**src/uvs_pkg.sv**
```systemverilog
// uvs_pkg: shared constants, types and arithmetic helpers of the uv sphere vertex generator
// no dependencies
package uvs_pkg;

   localparam int unsigned MAX_SEGMENTS = 255;

   // request modes; any other code is handled as the bottom pole
   localparam logic [1:0] MODE_TOP  = 2'd0;
   localparam logic [1:0] MODE_GRID = 2'd1;

   // register indexes
   localparam int unsigned     CSR_IDX_W        = 3;
   localparam logic [2:0]      CSR_RING_COUNT   = 3'd0;
   localparam logic [2:0]      CSR_STEP_COUNT   = 3'd1;
   localparam logic [2:0]      CSR_RADIUS       = 3'd2;
   localparam logic [2:0]      CSR_CENTER_X     = 3'd3;
   localparam logic [2:0]      CSR_CENTER_Y     = 3'd4;
   localparam logic [2:0]      CSR_CENTER_Z     = 3'd5;

   // divider geometry
   localparam int unsigned DIV_NUM_W     = 24;
   localparam int unsigned DIV_BITS_STG  = 4;
   localparam int unsigned DIV_STAGES    = DIV_NUM_W / DIV_BITS_STG;

   // quarter wave polynomial coefficients, q30
   localparam logic [30:0] POLY_A   = 31'd1686629713;
   localparam logic [29:0] POLY_B   = 30'd688904866;
   localparam logic [26:0] POLY_C   = 27'd76016977;
   localparam logic [29:0] Q30_HALF = 30'd536870912;

   typedef struct packed {
      logic        valid;
      logic [1:0]  mode;
      logic [7:0]  ring;
      logic [7:0]  step;
      logic [15:0] self_idx;
      logic [15:0] upper_idx;
      logic [15:0] ring_idx;
      logic        bottom_edge;
      logic [15:0] bottom_idx;
   } ctrl_type;

   function automatic logic [7:0] clamp_count(input logic [7:0] c);
      logic [7:0] r;
      r = c;
      if (c == 8'd0) r = 8'd1;
      else if (32'(c) > MAX_SEGMENTS) r = 8'(MAX_SEGMENTS);
      return r;
   endfunction

   // (a*b) >> 30, rounded half away from zero
   function automatic logic signed [34:0] mul_round30(input logic signed [32:0] a,
                                                      input logic signed [32:0] b);
      logic        neg;
      logic [32:0] ma;
      logic [32:0] mb;
      logic [65:0] p;
      logic [34:0] m;
      neg = a[32] ^ b[32];
      ma  = a[32] ? 33'(-a) : 33'(a);
      mb  = b[32] ? 33'(-b) : 33'(b);
      p   = 66'(ma) * 66'(mb) + 66'(Q30_HALF);
      m   = 35'(p >> 30);
      return neg ? -$signed(m) : $signed(m);
   endfunction

   function automatic logic signed [28:0] rad_scale(input logic [22:0] rad,
                                                    input logic signed [34:0] v);
      logic [34:0] mv;
      logic [57:0] p;
      logic [28:0] m;
      mv = v[34] ? 35'(-v) : 35'(v);
      p  = 58'(rad) * 58'(mv) + 58'(Q30_HALF);
      m  = 29'(p >> 30);
      return v[34] ? -$signed(m) : $signed(m);
   endfunction

   function automatic logic [23:0] sat24(input logic signed [29:0] v);
      logic [23:0] r;
      if (v > 30'sd8388607) r = 24'h7FFFFF;
      else if (v < -30'sd8388608) r = 24'h800000;
      else r = v[23:0];
      return r;
   endfunction

endpackage

```
**src/uvs_sine.sv**
```systemverilog
// uvs_sine: four-stage sine of a 16-bit phase, q30 result
// depends on uvs_pkg for the polynomial coefficients
module uvs_sine (
   input  logic               clock,
   input  logic [15:0]        phase,
   output logic signed [32:0] sine
);
   import uvs_pkg::*;

   logic [16:0] r_fold;

   logic [16:0] t1_ff, t2_ff, t3_ff;
   logic [16:0] sq1_ff, sq2_ff;
   logic        neg1_ff, neg2_ff, neg3_ff;
   logic [29:0] u1_ff;
   logic [30:0] u2_ff;
   logic signed [32:0] sine_ff;

   logic [16:0] sq_in;
   logic [29:0] u1_in;
   logic [30:0] u2_in;
   logic [31:0] v_in;

   // fold into the first quadrant
   always_comb begin
      r_fold = {1'b0, phase[13:0], 2'b00};
      if (phase[14]) r_fold = 17'h10000 - r_fold;
   end

   assign sq_in = 17'((34'(r_fold) * 34'(r_fold)) >> 16);
   assign u1_in = POLY_B - 30'((44'(POLY_C) * 44'(sq1_ff)) >> 16);
   assign u2_in = POLY_A - 31'((47'(u1_ff) * 47'(sq2_ff)) >> 16);
   assign v_in  = 32'((48'(u2_ff) * 48'(t3_ff)) >> 16);

   always_ff @(posedge clock) begin
      t1_ff   <= r_fold;
      sq1_ff  <= sq_in;
      neg1_ff <= phase[15];
      t2_ff   <= t1_ff;
      sq2_ff  <= sq1_ff;
      neg2_ff <= neg1_ff;
      u1_ff   <= u1_in;
      t3_ff   <= t2_ff;
      neg3_ff <= neg2_ff;
      u2_ff   <= u2_in;
      sine_ff <= neg3_ff ? -$signed({1'b0, v_in}) : $signed({1'b0, v_in});
   end

   assign sine = sine_ff;

endmodule

```
**config.mk**
```make
export PLATFORM = sky130hd
export DESIGN_NAME = uvs_sine
export DESIGN_NICKNAME = d
export VERILOG_FILES = /design/src/uvs_pkg.sv /design/src/uvs_sine.sv
export SDC_FILE = /design/constraint.sdc
export NUM_CORES = 2
export LEC_CHECK = 0
export ABC_CLOCK_PERIOD_IN_PS = 11100
export BUFFER_PORTS_ARGS = -buffer_cell sky130_fd_sc_hd__buf_2
export CAP_MARGIN = 5
export CORE_ASPECT_RATIO = 0.8
export CORE_UTILIZATION = 41
export DETAILED_ROUTE_END_ITERATION = 8
export SKIP_LAST_GASP = 1
export SLEW_MARGIN = 20
export SYNTH_ARGS = -nofsm -noshare
export SYNTH_HDL_FRONTEND = slang
export SYNTH_SLANG_ARGS = --single-unit
export TNS_END_PERCENT = 1
```
**constraint.sdc**
```tcl
create_clock -name clock -period 11.1 [get_ports clock]
set_clock_uncertainty 0.2 [all_clocks]
set_input_delay 0.555 -clock clock [delete_from_list [all_inputs] [get_ports clock]]
set_output_delay 0.555 -clock clock [all_outputs]
set_load 0.1 [all_outputs]
```
# Word-level counts from Yosys, hierarchy flattened
# Cells that the tools add are included.
[word_totals]
register_bits = 182
inputBits = 17
output_inout_bits = 33
[classes]
n_addsub = 4
mul = 4
n_mux = 2
[op_table]
columns = ["operator", "n"]
rows = [
  ["31-bit by 17-bit multiplier with 48-bit output", 1],
  ["30-bit by 17-bit multiplier with 47-bit output", 1],
  ["27-bit by 17-bit multiplier with 44-bit output (first input constant)", 1],
  ["17-bit by 17-bit multiplier with 33-bit output", 1],
  ["32-bit negation with 33-bit output", 1],
  ["32-bit 2-to-1 mux", 1],
  ["31-bit subtractor (first input constant)", 1],
  ["30-bit by 28-bit subtractor with 30-bit output (first input constant)", 1],
  ["17-bit 2-to-1 mux", 1],
  ["17-bit by 16-bit subtractor with 17-bit output (first input constant)", 1],
]

# Depth between registers and ports, before layout
[logic_depth]
ltp_word = 3
depth_mapped = 32
ltp_nobuf = 31

# Least setup slack after synthesis
# Ideal clock, no wire load.
[synth_path]
path_kind = "input -> register"
start = "input phase[0]"
end = "register sq1_ff[13]"
setup_time_ps = 126
arrival_ps = 7742
required_ps = 10774
path_slack_ps = 3031
path_stages = 30
path_cell_list = "clkbuf_1 -> inv_1 -> nand2_1 -> or4_1 -> or2_2 -> or3b_2 -> and2_1 -> xor2_1 -> nand2_1 -> fa_1 -> inv_1 -> fa_1 -> inv_1 -> fa_1 -> inv_1 -> fa_1 -> inv_1 -> fa_1 -> inv_1 -> fa_1 -> ha_1 -> a21o_1 -> a21o_1 -> a311oi_1 -> nor2_1 -> nand3_1 -> a31oi_1 -> a21oi_1 -> o211ai_1 -> xor2_1"
[synth_via]
elab_chain_cells = 3
[synth_lines]
columns = ["element", "line_no", "rtl"]
rows = [
  ["start: declaration", "uvs_sine.sv:5", "input logic [15:0] phase,"],
  ["17-bit by 16-bit subtractor with 17-bit output", "uvs_sine.sv:27", "if (phase[14]) r_fold = 17'h10000 - r_fold;"],
  ["17-bit 2-to-1 mux", "uvs_sine.sv:27", ""],
  ["named net r_fold[13]", "uvs_sine.sv:10", "logic [16:0] r_fold;"],
  ["17-bit by 17-bit multiplier with 33-bit output", "uvs_sine.sv:30", "assign sq_in = 17'((34'(r_fold) * 34'(r_fold)) >> 16);"],
  ["named net sq_in[13]", "uvs_sine.sv:19", "logic [16:0] sq_in;"],
  ["end signal: assignment", "uvs_sine.sv:37", "sq1_ff <= sq_in;"],
  ["end: declaration", "uvs_sine.sv:13", "logic [16:0] sq1_ff, sq2_ff;"],
]
# The timed path passes the listed nets, and every way through them passes these cells.
# A chain may end at the register's enable or synchronous reset.

# Worst setup path after layout
[layout_path]
start = "register t3_ff[7]"
end = "register sine_ff[29], in the netlist sine[29]"
[layout_via]
elab_chain_cells = 3
[layout_lines]
columns = ["element", "line_no", "rtl"]
rows = [
  ["start: declaration", "uvs_sine.sv:12", "logic [16:0] t1_ff, t2_ff, t3_ff;"],
  ["start signal: assignment", "uvs_sine.sv:43", "t3_ff <= t2_ff;"],
  ["31-bit by 17-bit multiplier with 48-bit output (*)", "uvs_sine.sv:33", "assign v_in = 32'((48'(u2_ff) * 48'(t3_ff)) >> 16);"],
  ["32-bit negation with 33-bit output", "uvs_sine.sv:46", "sine_ff <= neg3_ff ? -$signed({1'b0, v_in}) : $signed({1'b0, v_in});"],
  ["32-bit 2-to-1 mux (*)", "uvs_sine.sv:46", ""],
  ["end signal: assignment", "uvs_sine.sv:46", ""],
  ["end: declaration", "uvs_sine.sv:17", "logic signed [32:0] sine_ff;"],
]
# Every way passes the cells marked *; elsewhere a longest branch is shown, timed or not.

==> qor.txt <==
Main synth FF type -> dfxtp_1
Sum Neg Setup Slack -> 0 ps
area grow syn2layout -> 4.99%
Chip Height -> 314 microns
antenna viol nets, final -> 0
share of the synthesized area in the top cell type -> 42.9%
share of cells above drive strength 1 -> 3.75%
gr usage total -> 21.2%
setup violators final -> 0
f_max -> 113 MHz
number of flops mapped to enable cells by yosys -> 0
crit path max fanout -> 18
Tmin final -> 8840 ps
Port Buffer Count -> 49
GPL Wtd Cong -> 0.862
Yosys reg bits -> 176
Slew Limit Headroom -> 29.1%
Synth Instances -> 5,632
Final WS setup -> 2260 ps
post-synth cell types -> 97
number of global-route vias before repair -> 38,200
pin count of the biggest net entering global routing -> 38
vias -> 36,200
CORE AREA -> 121,000 sq um
DRT Wirelength -> 124,000 microns
final hold slack -> 119 ps
CP most frequent cell -> fa_1
Starting Density -> 41.3%
required time worst endpoint -> 11,340 ps
post-synthesis sequential area ratio -> 7.06%
DRT iter0 DRCs -> 2,502
grt ovf -> 0
1st-pass router iterations -> 5
Synth area leader -> fa_1
Rows -> 114
Tightest Pin Transition -> 1060 ps
CP bufs+invs -> 3
io pins -> 50
Post-layout nets -> 7,136
biggest area contributors in the synthesized netlist -> fa_1 (43%), ha_1 (13%), inv_1 (10%)
delay-heaviest family, CP -> adder cells
# fillers -> 12,000
post-route insts no fill -> 7,178
delay of the slowest cell on the worst path -> 1010 ps
Placed Cells -> 7,142
crit path cell chain -> nand2_1, fa_1, inv_1, fa_1, fa_1, fa_1, fa_1, inv_1, fa_1, inv_1, ha_1, and4_1, and2_1, nand3_1, o21ai_1, xnor2_1, o2111ai_2, nor3_2, nand4_1, nor3_1, a31oi_1, a311oi_1, xor2_1
Root Buffer -> clkbuf_16
H-tree level count -> 4
DP HPWL -> 99,400 microns
period utilization -> 79.6%
most frequent cells in the layout -> inv_1 (1,359), fa_1 (1,070), nand2_1 (853), ha_1 (511), and2_1 (316)
die area -> 123,000 sq um
CP Launch Type -> flip-flop
worst skew pair latency -> 510 ps
cts repair resizes -> 0
Multi-input gate area -> 40,400 sq um
CTS clock-pin slew for the worst setup and hold paths -> 80 ps
DR vias/cell -> 5.04
average wire per standard cell -> 17.2 microns
Max clock buf depth -> 2
Final Slew Violations -> 0
# DRC -> 0
most common cell after layout, fill and taps aside -> inv_1
status -> finished clean
RSZ-0062 raised after global routing -> false
critical path endpoint category -> flip-flop
Avg Cell Area, Syn -> 8.86 sq um
Die W -> 392 microns
Arr. time, crit path -> 9080 ps
initial antenna violation count -> 0
worst hold path type -> reg -> reg
Max-Cap Viols -> 0
CTS sink count -> 176
sequential cell area -> 3550 sq um
CTS tree -> done
first-pass GRT wire length -> 206,000 microns
Final Hold Fails -> 0
CP max stage cell -> dfxtp_1
ys async rst share -> 0%
Post-Place Setup Slack -> 1920 ps
Netlist Area Pre-Place -> 49,900 sq um
Crit Path Category -> reg -> reg
TritonCTS Buffers -> 17
Yosys warnings -> 0
final timing paths:
path	startpoint	endpoint	slack, ps	cells past startpoint
min	t2_ff[9]	t3_ff[9]	120	0
max	t3_ff[7]	sine[29]	2260	23
max reg2reg	t3_ff[7]	sine[29]	2260	23
min reg2reg	t2_ff[9]	t3_ff[9]	120	0
per-stage QoR:
step                      cell area [sq um]  util [%]
final                                 52400      43.4
after global routing                  52400      43.4
after CTS                             52400      43.4
after detailed placement              51800      42.9
after global placement                51800      42.9
after floorplan                       49900         -
Yosys cell counts, types with 9 or more instances:
cell and number:
a21o_1 50, a31oi_1 17, o31ai_1 14, xor2_1 72, o21a_1 13, a211oi_1 27, nand3_1 46, nor3_1 41
a211o_1 9, or2_2 15, fa_1 1070, nand2_1 853, buf_2 9, mux2i_1 12, o21bai_1 21, clkinv_1 9
a21oi_1 135, o21ai_0 81, nor2b_1 14, dfxtp_1 176, ha_1 511, nor2_1 142, and4_1 11, nand2b_1 23
nand4_1 29, nor4_1 11, and2_1 316, clkbuf_1 212, inv_1 1359, xnor2_1 118, and3_1 27, or3_1 21
sequential cells by signal, summed over array words and instances, names as in the netlist:
signal / cells
t3_ff: 15
u1_ff: 30
u2_ff: 31
sq2_ff: 17
sq1_ff: 17
t2_ff: 15
neg3_ff: 1
sine: 33
t1_ff: 15
neg1_ff: 1
neg2_ff: 1
layout make-up:
cell class	count	area share, %
diodes	3	0.0143
multi-input cells	3865	77.1
flip-flops and latches	176	6.77
inverters	1372	9.83
repair buffers	106	1.29
clock inverters	14	0.306
clock buffers	18	0.820
well taps	1624	3.88
cells by family after synthesis:
| family | Yosys count | synth area share (%) |
|---|---|---|
| buf+inv | 1599 | 12.1 |
| other cells | 2 | 0.0151 |
| simple gates | 1586 | 14.9 |
| fa+ha+maj | 1581 | 55.8 |
| compound gates | 483 | 6.51 |
| xor+xnor | 190 | 3.34 |
| mux | 15 | 0.309 |
| flops | 176 | 7.06 |
worst reg2reg max path: stages (launching register included):
cell,delay (ps)
dfxtp_1,1010
nand2_1,190
fa_1,520
inv_1,50
fa_1,460
fa_1,490
fa_1,510
fa_1,500
inv_1,50
fa_1,480
inv_1,40
ha_1,560
and4_1,350
and2_1,220
nand3_1,100
o21ai_1,640
xnor2_1,300
o2111ai_2,280
nor3_2,270
nand4_1,310
nor3_1,630
a31oi_1,170
a311oi_1,280
xor2_1,160
metal layers:
metal	vias up	wire [microns]	track usage, %
met1	18400	60400	31.7
li1	16700	-	-
met3	99	7110	2.51
met2	986	54700	33.1
met4	0	1470	3.84
met5	-	0	0
repair_timing:
action	in CTS	in global routing
hold buffers	1	0
endpoints found under the hold margin	1	0
buffers inserted	0	0
Power is left out: the tool's default activity adds up to more than one toggle a clock period on the data nets, which glitch-free logic cannot reach.
