===== config.mk =====
export PLATFORM = sky130hd
export DESIGN_NAME = uvs_div
export DESIGN_NICKNAME = d
export VERILOG_FILES = /design/src/uvs_pkg.sv /design/src/uvs_div.sv
export SDC_FILE = /design/constraint.sdc
export NUM_CORES = 1
export LEC_CHECK = 0
export ABC_AREA = 1
export BUFFER_PORTS_ARGS = -buffer_cell sky130_fd_sc_hd__buf_2
export CORE_UTILIZATION = 60
export DETAILED_ROUTE_END_ITERATION = 8
export PLACE_DENSITY = 0.8
export SETUP_SLACK_MARGIN = 0.5
export SLEW_MARGIN = 20
export SYNTH_ARGS = -nofsm -noshare
export SYNTH_HDL_FRONTEND = slang
export SYNTH_SLANG_ARGS = --single-unit

===== constraint.sdc =====
create_clock -name clock -period 16.6 [get_ports clock]
set_input_delay 1.66 -clock clock [delete_from_list [all_inputs] [get_ports clock]]
set_output_delay 1.66 -clock clock [all_outputs]
set_load 0.005 [all_outputs]

===== src/uvs_pkg.sv =====
// uvs_pkg: shared constants, types and arithmetic helpers of the uv sphere vertex generator
// no dependencies
package uvs_pkg;

   localparam int unsigned MAX_SEGMENTS = 255;

   // request modes; any other code is handled as the bottom pole
   localparam logic [1:0] MODE_TOP  = 2'd0;
   localparam logic [1:0] MODE_GRID = 2'd1;

   // register indexes
   localparam int unsigned     CSR_IDX_W        = 3;
   localparam logic [2:0]      CSR_RING_COUNT   = 3'd0;
   localparam logic [2:0]      CSR_STEP_COUNT   = 3'd1;
   localparam logic [2:0]      CSR_RADIUS       = 3'd2;
   localparam logic [2:0]      CSR_CENTER_X     = 3'd3;
   localparam logic [2:0]      CSR_CENTER_Y     = 3'd4;
   localparam logic [2:0]      CSR_CENTER_Z     = 3'd5;

   // divider geometry
   localparam int unsigned DIV_NUM_W     = 24;
   localparam int unsigned DIV_BITS_STG  = 4;
   localparam int unsigned DIV_STAGES    = DIV_NUM_W / DIV_BITS_STG;

   // quarter wave polynomial coefficients, q30
   localparam logic [30:0] POLY_A   = 31'd1686629713;
   localparam logic [29:0] POLY_B   = 30'd688904866;
   localparam logic [26:0] POLY_C   = 27'd76016977;
   localparam logic [29:0] Q30_HALF = 30'd536870912;

   typedef struct packed {
      logic        valid;
      logic [1:0]  mode;
      logic [7:0]  ring;
      logic [7:0]  step;
      logic [15:0] self_idx;
      logic [15:0] upper_idx;
      logic [15:0] ring_idx;
      logic        bottom_edge;
      logic [15:0] bottom_idx;
   } ctrl_type;

   function automatic logic [7:0] clamp_count(input logic [7:0] c);
      logic [7:0] r;
      r = c;
      if (c == 8'd0) r = 8'd1;
      else if (32'(c) > MAX_SEGMENTS) r = 8'(MAX_SEGMENTS);
      return r;
   endfunction

   // (a*b) >> 30, rounded half away from zero
   function automatic logic signed [34:0] mul_round30(input logic signed [32:0] a,
                                                      input logic signed [32:0] b);
      logic        neg;
      logic [32:0] ma;
      logic [32:0] mb;
      logic [65:0] p;
      logic [34:0] m;
      neg = a[32] ^ b[32];
      ma  = a[32] ? 33'(-a) : 33'(a);
      mb  = b[32] ? 33'(-b) : 33'(b);
      p   = 66'(ma) * 66'(mb) + 66'(Q30_HALF);
      m   = 35'(p >> 30);
      return neg ? -$signed(m) : $signed(m);
   endfunction

   function automatic logic signed [28:0] rad_scale(input logic [22:0] rad,
                                                    input logic signed [34:0] v);
      logic [34:0] mv;
      logic [57:0] p;
      logic [28:0] m;
      mv = v[34] ? 35'(-v) : 35'(v);
      p  = 58'(rad) * 58'(mv) + 58'(Q30_HALF);
      m  = 29'(p >> 30);
      return v[34] ? -$signed(m) : $signed(m);
   endfunction

   function automatic logic [23:0] sat24(input logic signed [29:0] v);
      logic [23:0] r;
      if (v > 30'sd8388607) r = 24'h7FFFFF;
      else if (v < -30'sd8388608) r = 24'h800000;
      else r = v[23:0];
      return r;
   endfunction

endpackage


===== src/uvs_div.sv =====
// uvs_div: pipelined restoring divider, 24-bit dividend by 8-bit divisor
// depends on uvs_pkg; gives the low 16 quotient bits (an angle phase)
module uvs_div (
   input  logic                         clock,
   input  logic [uvs_pkg::DIV_NUM_W-1:0] num,
   input  logic [7:0]                   dvs,
   output logic [15:0]                  quo
);
   import uvs_pkg::*;

   logic [7:0]           rem_w [0:DIV_STAGES];
   logic [DIV_NUM_W-1:0] num_w [0:DIV_STAGES];
   logic [15:0]          quo_w [0:DIV_STAGES];
   logic [7:0]           dvs_w [0:DIV_STAGES];

   assign rem_w[0] = '0;
   assign num_w[0] = num;
   assign quo_w[0] = '0;
   assign dvs_w[0] = dvs;

   for (genvar g = 0; g < DIV_STAGES; g++) begin : g_stage
      logic [7:0]           rem_in, rem_ff;
      logic [DIV_NUM_W-1:0] num_in, num_ff;
      logic [15:0]          quo_in, quo_ff;
      logic [7:0]           dvs_ff;

      always_comb begin
         logic [8:0] trial;
         rem_in = rem_w[g];
         num_in = num_w[g];
         quo_in = quo_w[g];
         trial  = '0;
         for (int i = 0; i < DIV_BITS_STG; i++) begin
            trial  = {rem_in, num_in[DIV_NUM_W-1]};
            num_in = {num_in[DIV_NUM_W-2:0], 1'b0};
            if (trial >= {1'b0, dvs_w[g]}) begin
               trial  = trial - {1'b0, dvs_w[g]};
               quo_in = {quo_in[14:0], 1'b1};
            end else begin
               quo_in = {quo_in[14:0], 1'b0};
            end
            rem_in = trial[7:0];
         end
      end

      always_ff @(posedge clock) begin
         rem_ff <= rem_in;
         num_ff <= num_in;
         quo_ff <= quo_in;
         dvs_ff <= dvs_w[g];
      end

      assign rem_w[g+1] = rem_ff;
      assign num_w[g+1] = num_ff;
      assign quo_w[g+1] = quo_ff;
      assign dvs_w[g+1] = dvs_ff;
   end

   assign quo = quo_w[DIV_STAGES];

endmodule


# Word level (Yosys, flattened, before mapping)
# Cells that the tools add are included.
[totals]
in_bits = 33
out_inout_bits = 16
ff_bits = 180
word_cells = 105
[op_classes]
magnitude_cmp = 24
n_mux = 39
addsub = 23
[ops]
columns = ["cell", "n"]
rows = [
  ["$ge A9 B8 Y1", 23],
  ["$mux W8", 23],
  ["$sub A8 B8 Y8", 22],
  ["$mux W1", 16],
  ["$ge A1 B8 Y1", 1],
  ["$sub A1 B8 Y8", 1],
]

# Logic depth before layout (Yosys ltp)
# Gate-level depths: netlist of the first run.
[depth]
depth_word = 8
depth_mapped = 48
depth_no_buf = 46

# Worst setup path before layout of the first run
# Ideal clock, no wire load.
[synth_path]
path_type = "input port to flip-flop"
from = "in num[23] in the netlist's numbering"
to = "reg g_stage[0].rem_ff[3]"
arrival_ns = 6.569
setup_time_ns = 0.123
cell_stages = 37
n_path_buf = 2
path_slack_ns = 9.908
path_cell_list = "inv_1 > ha_1 > inv_1 > ha_1 > nand2_1 > a21oi_2 > inv_1 > o21ai_0 > ha_1 > nand2_1 > nor2_1 > a21oi_1 > nand2_1 > inv_1 > nand2_4 > inv_1 > o21ai_0 > ha_1 > nand2_1 > o21ai_0 > nand2_1 > a21oi_1 > nor3_1 > nand2_1 > nor2_1 > buf_6 > o21ai_0 > ha_1 > nand3_1 > nand2_1 > nand2_1 > o311ai_0 > a211oi_1 > nand3_2 > buf_4 > nand2_1 > o21ai_1"
[synth_between]
elab_chain_len = 8
[synth_lines]
columns = ["item", "line_no", "source"]
rows = [
  ["start, declared", "uvs_div.sv:5", "input logic [uvs_pkg::DIV_NUM_W-1:0] num,"],
  ["$sub A1 B8 Y8 or $ge A1 B8 Y1 (tied branches)", "uvs_div.sv:37, uvs_div.sv:36", ""],
  ["$mux W8 (*)", "uvs_div.sv:36", "if (trial >= {1'b0, dvs_w[g]}) begin"],
  ["$sub A8 B8 Y8 or $ge A9 B8 Y1 (tied branches)", "uvs_div.sv:37, uvs_div.sv:36", ""],
  ["$mux W8 (*)", "uvs_div.sv:36", ""],
  ["$sub A8 B8 Y8 or $ge A9 B8 Y1 (tied branches)", "uvs_div.sv:37, uvs_div.sv:36", ""],
  ["$mux W8 (*)", "uvs_div.sv:36", ""],
  ["$sub A8 B8 Y8 or $ge A9 B8 Y1 (tied branches)", "uvs_div.sv:37, uvs_div.sv:36", ""],
  ["$mux W8 (*)", "uvs_div.sv:36", ""],
  ["end signal, assigned", "uvs_div.sv:47", "rem_ff <= rem_in;"],
  ["end, declared", "uvs_div.sv:22", "logic [7:0] rem_in, rem_ff;"],
]
# Every way passes the cells marked *; elsewhere a longest branch is shown, timed or not.

# Final worst setup path of the first run
[layout_path]
from = "reg g_stage[2].dvs_ff[1]"
to = "reg g_stage[3].rem_ff[5]"
[layout_between]
elab_chain_len = 8
[layout_lines]
columns = ["item", "line_no", "source"]
rows = [
  ["start, declared", "uvs_div.sv:25", "logic [7:0] dvs_ff;"],
  ["start signal, assigned", "uvs_div.sv:50", "dvs_ff <= dvs_w[g];"],
  ["$sub A8 B8 Y8 or $ge A9 B8 Y1 (tied branches)", "uvs_div.sv:37, uvs_div.sv:36", ""],
  ["$mux W8", "uvs_div.sv:36", ""],
  ["$sub A8 B8 Y8 or $ge A9 B8 Y1 (tied branches)", "uvs_div.sv:37, uvs_div.sv:36", ""],
  ["$mux W8", "uvs_div.sv:36", ""],
  ["$sub A8 B8 Y8 or $ge A9 B8 Y1 (tied branches)", "uvs_div.sv:37, uvs_div.sv:36", ""],
  ["$mux W8", "uvs_div.sv:36", ""],
  ["$sub A8 B8 Y8 or $ge A9 B8 Y1 (tied branches)", "uvs_div.sv:37, uvs_div.sv:36", ""],
  ["$mux W8 (*)", "uvs_div.sv:36", ""],
  ["end signal, assigned", "uvs_div.sv:47", ""],
  ["end, declared", "uvs_div.sv:22", ""],
]
# Marked as above.

==> run summary, run 1 <==
outcome -> finished, final reports clean
Crit path required time -> 16.98 ns
setup slack, reg-to-reg -> 8.93 ns
initial antenna violation count -> 0
nets -> 2,230
Hold WS -> 0.327 ns
CP max stage delay -> 0.62 ns
FMAX -> 130 MHz
Primary FF master, synth -> dfxtp_1
Relative slew margins -> 33.7%
Place WS -> 8.87 ns
via count -> 12,300
synthesized area per cell -> 7.25 um2
startpoint types -> flip-flop
port bufs -> 48
Clk Latency, worst-skew pair -> 0.44 ns
post_cts resized -> 0
Final Cycle Share -> 46.2%
Yosys top cell by area -> dfxtp_1
largest net degree at the start of global routing -> 20
Post-CTS Setup Bufs -> 0
EDFF count, synth -> 0
Hold Crit Class -> flip-flop to flip-flop
worst slew pin tran -> 0.982 ns
Routed Antenna Nets -> 0
first-pass GRT wire length -> 50.8 mm
CTS max path bufs -> 2
Total Routing Usage GR -> 25.7%
overflow left after global routing -> 0
fin crit period -> 7.67 ns
RSZ-0062 raised after global routing -> no
CP max FO -> 13
Worst Skew -> 0.0124 ns
IO Pins -> 49
Synth top cells by count -> nand2_1, inv_1, ha_1
Max Slew Vio Count -> 0
Rows -> 55
Mapped Area -> 14,100 um2
wire per inst -> 13.1 um
Layout area overhead -> 7.42%
DRT iter0 DRCs -> 681
Initial Util -> 61.6%
Max-Cap Viols -> 0
Die W -> 155 um
Hold Crit Depth -> 0
asr flop ratio synth -> 0%
Inserted Clock Buffers -> 17
share of post-route cells with drive strength above 1 -> 9.69%
arrival time worst endpoint -> 8.05 ns
critical path class -> flip-flop to flip-flop
FF-to-FF End -> g_stage[3].rem_ff[5]
Finish-stage setup viols -> 0
main area contributors after synthesis -> dfxtp_1, ha_1, nand2_1, inv_1, a21oi_1
CP endpoint -> g_stage[3].rem_ff[5]
crit-path most repeated cell -> nand2_1
core area -> 22,800 um2
clk root buf -> clkbuf_16
Detailed Place HPWL -> 24.3 mm
RePlAce Congestion -> 0.951
DRC Markers -> 0
height of the chip -> 155 um
CTS tree -> done
CTS Hold Bufs -> 0
Reg clk slew, reported paths -> 0.07 ns
Synth Register Bits -> 180
Unique masters post-synth -> 56
Fin. Hold Viols -> 0
vias per cell -> 5.33
clock sink count -> 180
Final WS setup -> 8.93 ns
synth warn -> 0
register area share after synthesis -> 25.6%
CP Launch Point -> g_stage[2].dvs_ff[1]
Post-Syn Nets -> 2,181
top-area cell type share of the netlist area -> 25.6%
r2r startpoint -> g_stage[2].dvs_ff[1]
DRT Wirelength -> 30.3 mm
Crit-path slowest cell -> o311ai_0
Setup crit end kind -> flip-flop
setup tns final -> 0 ns
Ant. Diodes -> 0
R2R depth -> 39
H-tree levels -> 4
Mapped Cells -> 1,940
vias in the first global route -> 11,400
count leader, synth -> nand2_1
DRT Pass-1 Iters -> 5
DIE AREA -> 24,100 um2
## kinds of logic after synthesis
logic type	count (synthesis)	synth area share [%]
XOR/XNOR	104	6.47
flip-flops	180	25.6
AND/OR/NAND/NOR	823	26.4
buffers and inverters	325	9.46
adder cells (fa/ha/maj)	208	19.7
AO/OA/AOI/OAI	300	12.4
## critical path: cells and delay by family, from the launching register on
family / cells / cell delay (ns)
DFF: 1 / 0.47
buffers and inverters: 5 / 0.57
and+or+nand+nor: 19 / 2.47
AOI/OAI and AO/OA: 11 / 2.83
adders and majority gates: 4 / 1.27
## flip-flops by register name, summed over array words and instances, names as in the netlist
name and flops:
g_stage.num_ff 60, quo 16, g_stage.dvs_ff 40, g_stage.rem_ff 40, g_stage.quo_ff 24
## placed cells by master, fill, tap and decap left out, types with 7 or more instances in the layout
master       n
o21a_1      13
ha_1       186
nand3b_1     9
nand2_2     22
a21oi_1    126
or2_2       12
inv_2       16
clkbuf_16   17
buf_2       48
nand2_4      7
nand3_2     14
xor2_1      68
a21oi_2      9
inv_1      289
nor2_1      93
xnor2_1     36
nand2_1    511
a21o_1       7
nand4_1     36
o21ai_2     16
o21ai_0     70
nand3_1     77
fa_1        22
dfxtp_1    180
nor3_1      14
o21ai_1     25
## stage by stage
| step | util, % | area [um2] | instances |
|---|---|---|---|
| 2_1_floorplan | - | 14100 | 1940 |
| 3_3_place_gp | 63.6 | 14500 | 2283 |
| 3_5_place_dp | 63.6 | 14500 | 2283 |
| 4_1_cts | 66.1 | 15100 | 2315 |
| 5_1_grt | 66.1 | 15100 | 2315 |
| 6_report | 66.1 | 15100 | 2315 |
## cell type report
cell class | instances | area [um2]
repair buffers | 48 | 240
flip-flops and latches | 180 | 3600
fillers | 1984 | 7730
well taps | 313 | 392
clock inverters | 15 | 158
inverters | 307 | 1160
clock buffers | 17 | 425
multi-input cells | 1435 | 9130
## worst min-delay path by stage
stage,startpoint,to,slack [ns]
after floorplan,g_stage[0].num_ff[6],g_stage[1].num_ff[10],0.31
after global placement,g_stage[4].quo_ff[8],quo[12],0.31
after detailed placement,g_stage[1].num_ff[12],g_stage[2].num_ff[16],0.31
after CTS,g_stage[2].num_ff[17],g_stage[3].num_ff[21],0.33
after global routing,g_stage[2].num_ff[14],g_stage[3].num_ff[18],0.33
final,g_stage[2].num_ff[14],g_stage[3].num_ff[18],0.33
## per-layer routing
metal / wire length, um / GRT usage (%) / part of all wire, %
met5: 0 / 0 / 0
met4: 770 / 8.91 / 2.5
met3: 1450 / 4.01 / 4.8
met2: 14000 / 43.7 / 46
met1: 14100 / 33.1 / 46
Power of run 1 is not shown: default switching activity piles up to over one toggle a cycle in this logic, so the estimate is an artifact.
==> run 2: changes to the inputs <==
==> constraint.sdc (replaced) <==
create_clock -name clock -period 7.3 [get_ports clock]
set_input_delay 0.73 -clock clock [delete_from_list [all_inputs] [get_ports clock]]
set_output_delay 0.73 -clock clock [all_outputs]
set_load 0.005 [all_outputs]
==> run summary, run 2 (synthesis gave the netlist of run 1 again) <==
outcome -> finished, final reports clean
port bufs -> 48
DRT Wirelength -> 33.3 mm
DIE AREA -> 24,100 um2
Finish-stage setup viols -> 0
IO Pins -> 49
RSZ-0062 raised after global routing -> yes
Total Routing Usage GR -> 27.3%
clk root buf -> clkbuf_16
CTS tree -> done
crit-path most repeated cell -> nand2_1
Relative slew margins -> 59.7%
wire per inst -> 14.1 um
setup tns final -> 0 ns
Ant. Diodes -> 0
Top reg by flops -> g_stage.num_ff
Crit path required time -> 7.63 ns
commonest cells after routing, fill and taps aside -> nand2_1, inv_1, dfxtp_1, ha_1, a21oi_1
clock sink count -> 180
FMAX -> 156 MHz
Initial Util -> 61.6%
Detailed Place HPWL -> 25.2 mm
overflow left after global routing -> 0
Hold Crit Class -> flip-flop to flip-flop
via count -> 12,700
DRT Pass-1 Iters -> 5
Die W -> 155 um
CTS max path bufs -> 2
Max Slew Vio Count -> 0
Final Cycle Share -> 87.9%
first-pass GRT wire length -> 53.4 mm
nets -> 2,275
CP max FO -> 10
Final WS setup -> 0.882 ns
height of the chip -> 155 um
DRT iter0 DRCs -> 729
commonest non-fill, non-tap cell in the layout -> nand2_1
RePlAce Congestion -> 0.942
fin crit period -> 6.42 ns
flip-flop count of the largest register after layout -> 60
initial antenna violation count -> 0
Crit-path slowest cell -> ha_1
Place WS -> 0.0320 ns
Setup crit end kind -> flip-flop
arrival time worst endpoint -> 6.75 ns
critical path class -> flip-flop to flip-flop
CP max stage delay -> 0.38 ns
Rows -> 55
core area -> 22,800 um2
Clk Latency, worst-skew pair -> 0.45 ns
Inserted Clock Buffers -> 17
DRC Markers -> 0
vias per cell -> 5.38
Max-Cap Viols -> 0
startpoint types -> flip-flop
Core Util, Final -> 69.7%
Reg clk slew, reported paths -> 0.07 ns
Fin. Hold Viols -> 0
worst slew pin tran -> 0.603 ns
biggest regs -> g_stage.num_ff (60), g_stage.dvs_ff (40), g_stage.rem_ff (40)
H-tree levels -> 4
Routed Antenna Nets -> 0
CTS Hold Bufs -> 0
Layout area overhead -> 13.2%
share of post-route cells with drive strength above 1 -> 15.4%
largest net degree at the start of global routing -> 20
Worst Skew -> 0.0107 ns
vias in the first global route -> 11,800
-- run 2: cell count changes in the layout (fill, tap and decap cells not counted), sizes merged --
cell,previous run,this run
nor2,104,105
clkinv,4,3
clkinvlp,3,4
nand3,91,92
buf,48,90
nand4,38,39
-- run 2: area by class of cell --
cell class / count / area, um2
clock buffer: 17 / 425
clock inverter: 15 / 140
fill: 1896 / 6930
inverter: 307 / 1160
multi-input combinational: 1438 / 9610
sequential: 180 / 3610
tap: 313 / 392
timing repair buffer: 90 / 581
-- run 2: worst paths after layout --
check | end | cells after the start | start | slack [ns]
worst min register to register | quo[6] | 0 | g_stage[4].quo_ff[2] | 0.33
worst max-delay path | g_stage[1].rem_ff[2] | 41 | g_stage[0].dvs_ff[6] | 0.88
worst max register to register | g_stage[1].rem_ff[2] | 41 | g_stage[0].dvs_ff[6] | 0.88
worst min-delay path | quo[6] | 0 | g_stage[4].quo_ff[2] | 0.33
-- run 2: repair_timing --
action / CTS / global route
buffers inserted: 1 / 36
endpoints found under the setup margin: 10 / 44
gates resized for setup: 9 / 109
pin swaps: 1 / 24
gates cloned: 0 / 3
-- run 2: critical path: cells and delay by family (launching register included) --
family                   cells  cell delay (ns)
flip-flops                   1             0.37
AND/OR/NAND/NOR             21             2.28
AO/OA/AOI/OAI               10             1.52
buffers and inverters        6             0.69
adder cells (fa/ha/maj)      4             1.44
-- run 2: through the flow --
step | std cells | instance area (um2) | hold WS, ns
after CTS | 2321 | 15200 | 0.326
after global routing | 2360 | 15900 | 0.334
final | 2360 | 15900 | 0.326
after global placement | 2288 | 14600 | 0.311
after detailed placement | 2288 | 14600 | 0.312
after floorplan | 1940 | 14100 | 0.310
-- run 2: per-layer routing --
metal,vias up,share of wire (%),GRT usage (%)
met5,-,0,0
met4,0,2.4,10.7
met3,60,5.2,3.90
met2,353,49,47.1
met1,5785,44,34.4
li1,6499,-,-
Power of run 2 is left out for the same reason.
==> run 3: changes to the inputs <==
--- a/config.mk
+++ b/config.mk
@@ -10,6 +10,7 @@
 export CORE_UTILIZATION = 60
 export DETAILED_ROUTE_END_ITERATION = 8
 export PLACE_DENSITY = 0.8
+export RECOVER_POWER = 100
 export SETUP_SLACK_MARGIN = 0.5
 export SLEW_MARGIN = 20
 export SYNTH_ARGS = -nofsm -noshare
==> run summary, run 3 (synthesis gave the netlist of run 1 again) <==
clock sink count -> 180
H-tree levels -> 4
arrival time worst endpoint -> 6.99 ns
CP Buf/Inv Count -> 9
critical path class -> flip-flop to flip-flop
Clk Latency, worst-skew pair -> 0.45 ns
r2r startpoint -> g_stage[1].dvs_ff[0]
Relative slew margins -> 59.8%
Hold Crit Start -> g_stage[4].quo_ff[2]
Rows -> 55
Crit-path slowest cell -> dfxtp_1
DIE AREA -> 24,100 um2
vias per cell -> 5.37
Finish-stage setup viols -> 0
FILL cells -> 1,920
clk root buf -> clkbuf_16
Max-Cap Viols -> 0
Die W -> 155 um
DRT Pass-1 Iters -> 5
CTS max path bufs -> 2
CP max FO -> 8
CP Launch Point -> g_stage[1].dvs_ff[0]
outcome -> finished, final reports clean
wire per inst -> 14.1 um
startpoint types -> flip-flop
IO Pins -> 49
Multi-input gate area -> 9580 um2
biggest regs -> g_stage.num_ff (60), g_stage.dvs_ff (40), g_stage.rem_ff (40)
Final Cycle Share -> 90.4%
port bufs -> 48
commonest cells after routing, fill and taps aside -> nand2_1, inv_1, dfxtp_1, ha_1, a21oi_1
DRT Wirelength -> 33.3 mm
Hold Crit Class -> flip-flop to flip-flop
Layout area overhead -> 12.7%
commonest non-fill, non-tap cell in the layout -> nand2_1
largest net degree at the start of global routing -> 20
Crit path required time -> 7.69 ns
nets -> 2,275
flip-flop count of the largest register after layout -> 60
Max Slew Vio Count -> 0
height of the chip -> 155 um
initial antenna violation count -> 0
overflow left after global routing -> 0
CP max stage delay -> 0.51 ns
Inserted Clock Buffers -> 17
FMAX -> 152 MHz
Initial Util -> 61.6%
Worst Skew -> 0.0117 ns
Top reg by flops -> g_stage.num_ff
Fin. Hold Viols -> 0
CTS Hold Bufs -> 0
first-pass GRT wire length -> 53.4 mm
crit-path most repeated cell -> nand2_1
CTS tree -> done
Routed Antenna Nets -> 0
share of post-route cells with drive strength above 1 -> 13.7%
via count -> 12,700
RePlAce Congestion -> 0.942
setup tns final -> 0 ns
vias in the first global route -> 11,800
Ant. Diodes -> 0
fin crit period -> 6.60 ns
FF+latch area -> 3600 um2
Reg clk slew, reported paths -> 0.07 ns
crit-path leading delay family -> simple AND/OR/NAND/NOR gates
DRT iter0 DRCs -> 733
RSZ-0062 raised after global routing -> yes
Total Routing Usage GR -> 27.3%
worst slew pin tran -> 0.602 ns
core area -> 22,800 um2
Setup crit end kind -> flip-flop
Detailed Place HPWL -> 25.2 mm
DRC Markers -> 0
-- run 3: cell types whose count changed in the layout (fill, tap and decap cells not counted), sizes merged --
cell,delta
buf,-19
clkbuf,+19
-- run 3: layer usage --
| metal | part of all wire, % | vias to the layer above | track usage, % | wire length, um |
|---|---|---|---|---|
| met5 | 0 | - | 0 | 0 |
| met4 | 2.5 | 0 | 10.7 | 840 |
| met3 | 4.8 | 68 | 3.90 | 1590 |
| met2 | 48 | 324 | 47.1 | 16100 |
| met1 | 44 | 5772 | 34.4 | 14700 |
| li1 | - | 6501 | - | - |
-- run 3: worst paths after layout --
kind                            slack, ns  depth (start not counted)                   end
worst max-delay path                 0.70                         43  g_stage[2].rem_ff[4]
worst min-delay path                 0.33                          0                quo[6]
worst max register to register       0.70                         43  g_stage[2].rem_ff[4]
worst min register to register       0.33                          0                quo[6]
-- run 3: what timing repair did --
item,CTS,global route
gates resized for setup,9,109
endpoints found under the setup margin,10,44
pin swaps,1,24
gates cloned,0,3
buffers inserted,1,36
-- run 3: stage by stage --
stage                     std cells  utilization, %  setup slack [ns]  instance area, um2  hold slack, ns
after floorplan                1940               -              1.13               14100           0.310
after global placement         2288            63.8             0.120               14600           0.311
after detailed placement       2288            63.8            0.0320               14600           0.312
after CTS                      2321            66.3             0.528               15200           0.326
after global routing           2360            69.4             0.196               15900           0.334
final                          2360            69.4             0.704               15900           0.326
-- run 3: layout make-up --
cell class,instances,area share (%)
clock inverter,15,0.884
timing repair buffer,90,3.46
clock buffer,17,2.68
inverter,307,7.32
tap,313,2.47
multi-input combinational,1438,60.4
sequential,180,22.7
Power of run 3 is left out for the same reason.
